File: config.mk
export PLATFORM = sky130hd
export DESIGN_NAME = imdu_cell
export DESIGN_NICKNAME = d
export VERILOG_FILES = /design/src/rtl/core/assert_macros.svh /design/src/rtl/core/imdu_pkg.sv /design/src/rtl/core/imdu_cell.sv
export SDC_FILE = /design/constraint.sdc
export NUM_CORES = 1
export LEC_CHECK = 0
export BUFFER_PORTS_ARGS = -buffer_cell sky130_fd_sc_hd__buf_2
export CORE_ASPECT_RATIO = 0.8
export CORE_MARGIN = 4
export CORE_UTILIZATION = 40
export DETAILED_ROUTE_END_ITERATION = 12
export PLACE_DENSITY = 0.74
export SYNTH_ARGS = -nofsm -noshare
export SYNTH_HDL_FRONTEND = slang
export SYNTH_SLANG_ARGS = --single-unit
export TNS_END_PERCENT = 20
File: constraint.sdc
create_clock -name clk -period 1.05 [get_ports clk]
set_input_delay 0.105 -clock clk [delete_from_list [all_inputs] [get_ports clk]]
set_output_delay 0.105 -clock clk [all_outputs]
set_load 0.1 [all_outputs]
File: src/rtl/core/assert_macros.svh
// Assertion macros used by the RTL of the multiply/divide unit.
`ifndef ASSERT_MACROS_SVH
`define ASSERT_MACROS_SVH

// Implication checked on every rising clock edge outside reset.
`define CHK_IMPL(label, clk, rst_n, ante, cons, msg) \
	label: assert property (@(posedge clk) disable iff (!rst_n) (ante) |-> (cons)) \
		else $error(msg);

// Next-cycle implication checked outside reset.
`define CHK_NEXT(label, clk, rst_n, ante, cons, msg) \
	label: assert property (@(posedge clk) disable iff (!rst_n) (ante) |=> (cons)) \
		else $error(msg);

`endif

File: src/rtl/core/imdu_pkg.sv
// ----------------------------------------------------------------------------
// imdu_pkg
// Types and constants of the 64-bit multiply/divide unit.
// ----------------------------------------------------------------------------
package imdu_pkg;

	localparam int unsigned Width = 64;

	// Operation codes.
	localparam logic [2:0] MODE_MULU = 3'd0;
	localparam logic [2:0] MODE_DIVU = 3'd1;
	localparam logic [2:0] MODE_DIVS = 3'd2;
	localparam logic [2:0] MODE_REMU = 3'd3;
	localparam logic [2:0] MODE_REMS = 3'd4;

	// Word carried from cell to cell along the chain.
	typedef struct packed {
		logic             vld;
		logic             is_mul;
		logic             is_rem;
		logic             neg_q;
		logic             neg_r;
		logic             dz;
		logic             zero_out;
		logic [Width-1:0] x;
		logic [Width-1:0] y;
		logic [Width-1:0] acc;
		logic [Width-1:0] rem;
	} imdu_word_t;

endpackage

File: src/rtl/core/imdu_cell.sv
// ----------------------------------------------------------------------------
// imdu_cell
// One chain cell: a shift-add multiply step or a restoring divide step.
// ----------------------------------------------------------------------------
module imdu_cell
	import imdu_pkg::*;
#(
	parameter int unsigned BIT_IDX = 63
) (
	input  logic       clk,
	input  logic       arst_n,
	input  logic       en,
	input  imdu_word_t din,
	output imdu_word_t dout
);

	localparam int unsigned MulSh = Width - 1 - BIT_IDX;

	imdu_word_t       nxt;
	imdu_word_t       word_q;
	logic             vld_q;
	logic [Width:0]   trial;
	logic [Width:0]   rsh;

	// Multiply consumes one multiplier bit from the LSB up; divide takes one
	// dividend bit from the MSB down into the partial remainder. The shifted
	// remainder keeps its top bit, since the divisor may use all 64 bits.
	always_comb begin
		nxt = din;
		rsh = {din.rem, din.x[BIT_IDX]};
		trial = rsh - {1'b0, din.y};
		if (din.is_mul) begin
			if (din.y[MulSh])
				nxt.acc = din.acc + (din.x << MulSh);
		end else begin
			nxt.rem = trial[Width] ? rsh[Width-1:0] : trial[Width-1:0];
			nxt.acc[BIT_IDX] = ~trial[Width];
		end
	end

	// Control bit is reset; payload is not.
	always_ff @(posedge clk or negedge arst_n) begin
		if (!arst_n) begin
			vld_q <= 1'b0;
		end else if (en) begin
			vld_q <= din.vld;
		end
	end

	always_ff @(posedge clk) begin
		if (en) begin
			word_q <= nxt;
		end
	end

	// Outgoing word with the reset valid bit in place.
	always_comb begin
		dout = word_q;
		dout.vld = vld_q;
	end

endmodule

==> impl_metrics.ini <==
[outcome]
run_status = finished, violations left
violated_checks = setup timing

[sta]
finalWorstPathRequiredPeriod_ps = 3040
holdWs_ps = 35.1
fmaxAchievable_mhz = 329
slew-limit-headroom_pct = 53.8
rsz0062_at_grt = yes
finalSetupViolCount = 386
clock_skew_ps = 0
timing_worst_slew_pin_value_ps = 686
timing.setup.tns_ps = -264010
finalCritPeriodShare_pct = 289
setup_ws_ps = -1990
timing.final.hold_violations = 0
slew_violations = 0

[grt]
globalRoute.totalOverflow = 0
number_of_global_route_vias_before_repair = 24038
grt_start_max_net_pins = 46
number_of_antenna_violations_at_the_first_check_in_global_routing = 17
grt_first_pass_wirelength_um = 146000
tot_gr_track_use_pct = 38.9

[synthesis]
postSynthNetCount = 2210
syn-cell-area_um2 = 17800
synth-compound-area-share_pct = 20.6
synth-edff-count = 262
yosys.area_share.simple_pct = 12.5
synth_top_family_by_area = compound AO/OA/AOI/OAI gates
seq_area_frac_synth_pct = 44.3
netlist_instances = 1815
post_synth_fa_ha_maj_area_fraction_pct = 9.15
post_synth_xor_area_fraction_pct = 5.61
postSynth.topFlopCell = sky130_fd_sc_hd__edfxtp_1
synth_cell_type_count = 76
synth.area.mux_share_pct = 3.37
asyncSetResetFlopFracSynth_pct = 0.380
synth-seq-cells = 263
synthesis.area_per_instance_um2 = 9.81
yosys_warnings = 0

[job]
drv.max_cap_violation_count = 0

[routing]
antenna_left = 0
avgViaCountPerCell = 6.07
dr.pass1.iters = 6
first_iter_violations = 3072
drt-wirelength-per-cell_um = 27.3
drt-total-wl_um = 105000
drc = 0
via_count = 23308

[cells_and_area]
synthToLayoutAreaGrowth_pct = 103
layout.nets = 3604
stdcell_count = 3842
layout.cells.most_common_list = 590 x sky130_fd_sc_hd__buf_4, 291 x sky130_fd_sc_hd__buf_12, 263 x sky130_fd_sc_hd__dlygate4sd3_1, 262 x sky130_fd_sc_hd__edfxtp_1, 240 x sky130_fd_sc_hd__buf_2
layout-drive-gt1-share_pct = 47.1
final_common_cell = sky130_fd_sc_hd__buf_4

[floorplanning]
count_of_pins_on_the_block_boundary = 529
area_of_the_placeable_core_um2 = 43600
die_span_in_x_um = 244
initial_utilization_pct = 40.9
std_cell_rows = 68
chipHeight_um = 197
die_area_um2 = 48000

[worst_setup_path]
worst_ep_required_time_ps = 1520
worstPathArrival_ps = 3510
worst_setup_path_end_kind = flip-flop
critical_path_peak_fanout = 3
worstSetupStartpointType = primary input
worstSetupPathType = primary input to flip-flop

[clock_network]
clk_pin_slew_ps = 70
cts.sink_count = 263
h_tree_level_count = 1
clk_path_buf_depth = 3
root_buffer = sky130_fd_sc_hd__clkbuf_16
numCtsBuffers = 29
insertion_delay_ps = 590
cts_tree = done

[power]
maximum_vdd_ir_drop_mv = 1.55
power.density_nw_per_um2 = 1460
p_leak_nw = 16.1

[placement]
dp_hpwl_um = 58700
gpl.final_weighted_congestion = 0.940
buffer_ports.inserted = 528
dp.cells = 3435

[hold_path]
holdCritPathClass = primary input to flip-flop
==> worst max-delay path, cell delays in order <==
cell	delay, ps
sky130_fd_sc_hd__buf_8	110
sky130_fd_sc_hd__ha_4	270
sky130_fd_sc_hd__o211ai_1	140
sky130_fd_sc_hd__o211ai_1	230
sky130_fd_sc_hd__buf_4	170
sky130_fd_sc_hd__nand4_1	280
sky130_fd_sc_hd__o2111ai_2	340
sky130_fd_sc_hd__buf_4	180
sky130_fd_sc_hd__o211ai_1	90
sky130_fd_sc_hd__buf_4	170
sky130_fd_sc_hd__a211o_4	350
sky130_fd_sc_hd__a2111oi_4	380
sky130_fd_sc_hd__o211ai_1	200
sky130_fd_sc_hd__a22o_1	270
sky130_fd_sc_hd__and3_4	170
sky130_fd_sc_hd__nand3_2	40
==> cells in the mapped netlist (all sizes together) (42+ instances only) <==
| cell type | count | area [um2] |
|---|---|---|
| ha | 127 | 1590 |
| o21ai | 199 | 1010 |
| mux2i | 42 | 420 |
| a21o | 84 | 631 |
| nor2 | 68 | 255 |
| xnor2 | 70 | 613 |
| nand2 | 215 | 807 |
| edfxtp | 262 | 7870 |
| inv | 99 | 372 |
| a21oi | 162 | 815 |
| xor2 | 42 | 387 |
| clkbuf | 71 | 270 |
==> stage by stage <==
| stage | total power, mW | utilization, % | setup WS (ps) | instance area (um2) |
|---|---|---|---|---|
| final | 52.8 | 82.8 | -1990 | 36100 |
| after global routing | 53.9 | 82.8 | -2120 | 36100 |
| after CTS | 50.0 | 80.5 | -1670 | 35000 |
| after detailed placement | 35.9 | 67.7 | -2690 | 29500 |
| after global placement | 35.5 | 67.7 | -2590 | 29500 |
| after floorplan | 25.9 | - | -2120 | 17900 |
==> kinds of logic after synthesis <==
family | after synthesis
buf+inv | 187
xor+xnor | 112
flops | 263
simple gates | 472
compound gates | 594
mux | 58
fa+ha+maj | 129
==> power breakdown <==
group / internal [mW] / leakage (nW) / switching [mW] / total (mW)
registers: 12.8 / 2.57 / 1.05 / 13.9
logic: 11.2 / 13.0 / 15.8 / 27.0
clock network: 6.62 / 0.497 / 5.32 / 11.9
==> layout make-up <==
class	count	area [um2]
clock buffers	30	729
clock inverters	24	309
inverters	99	387
multi-input cells	1366	11100
flip-flops and latches	263	7890
diodes	15	37.5
fillers	2071	7490
repair buffers	1450	14900
well taps	595	744
==> per-layer routing <==
metal	global-route usage [%]	part of all wire, %
met2	66.1	46
met1	42.9	33
met3	9.13	10
met5	0	0.030
met4	28.4	11
==> sequential cells by signal, indices dropped and copies added, names as in the netlist <==
name	cells
dout	262
vld_q	1
==> path summary, 6_finish.rpt <==
path | startpoint | to | slack [ps] | depth (start not counted)
worst min register to register | vld_q | vld_q | 630 | 1
worst max register to register | vld_q | vld_q | 230 | 1
worst max-delay path | din[194] | dout[127] | -1990 | 16
worst min-delay path | din[61] | dout[62] | 40 | 4
min in group asynchronous | arst_n | vld_q | 350 | 3
max in group asynchronous | arst_n | vld_q | 600 | 3
==> repair_timing <==
item                       4_1_cts  5_1_grt
pin swaps                      119       83
setup buffers                   52       27
hold buffers                   263        0
hold endpoints to repair       293        0
gates resized for setup        305      201
setup endpoints to repair      385      386
gates cloned                     8        0
Power figures use the tool's default switching activity.
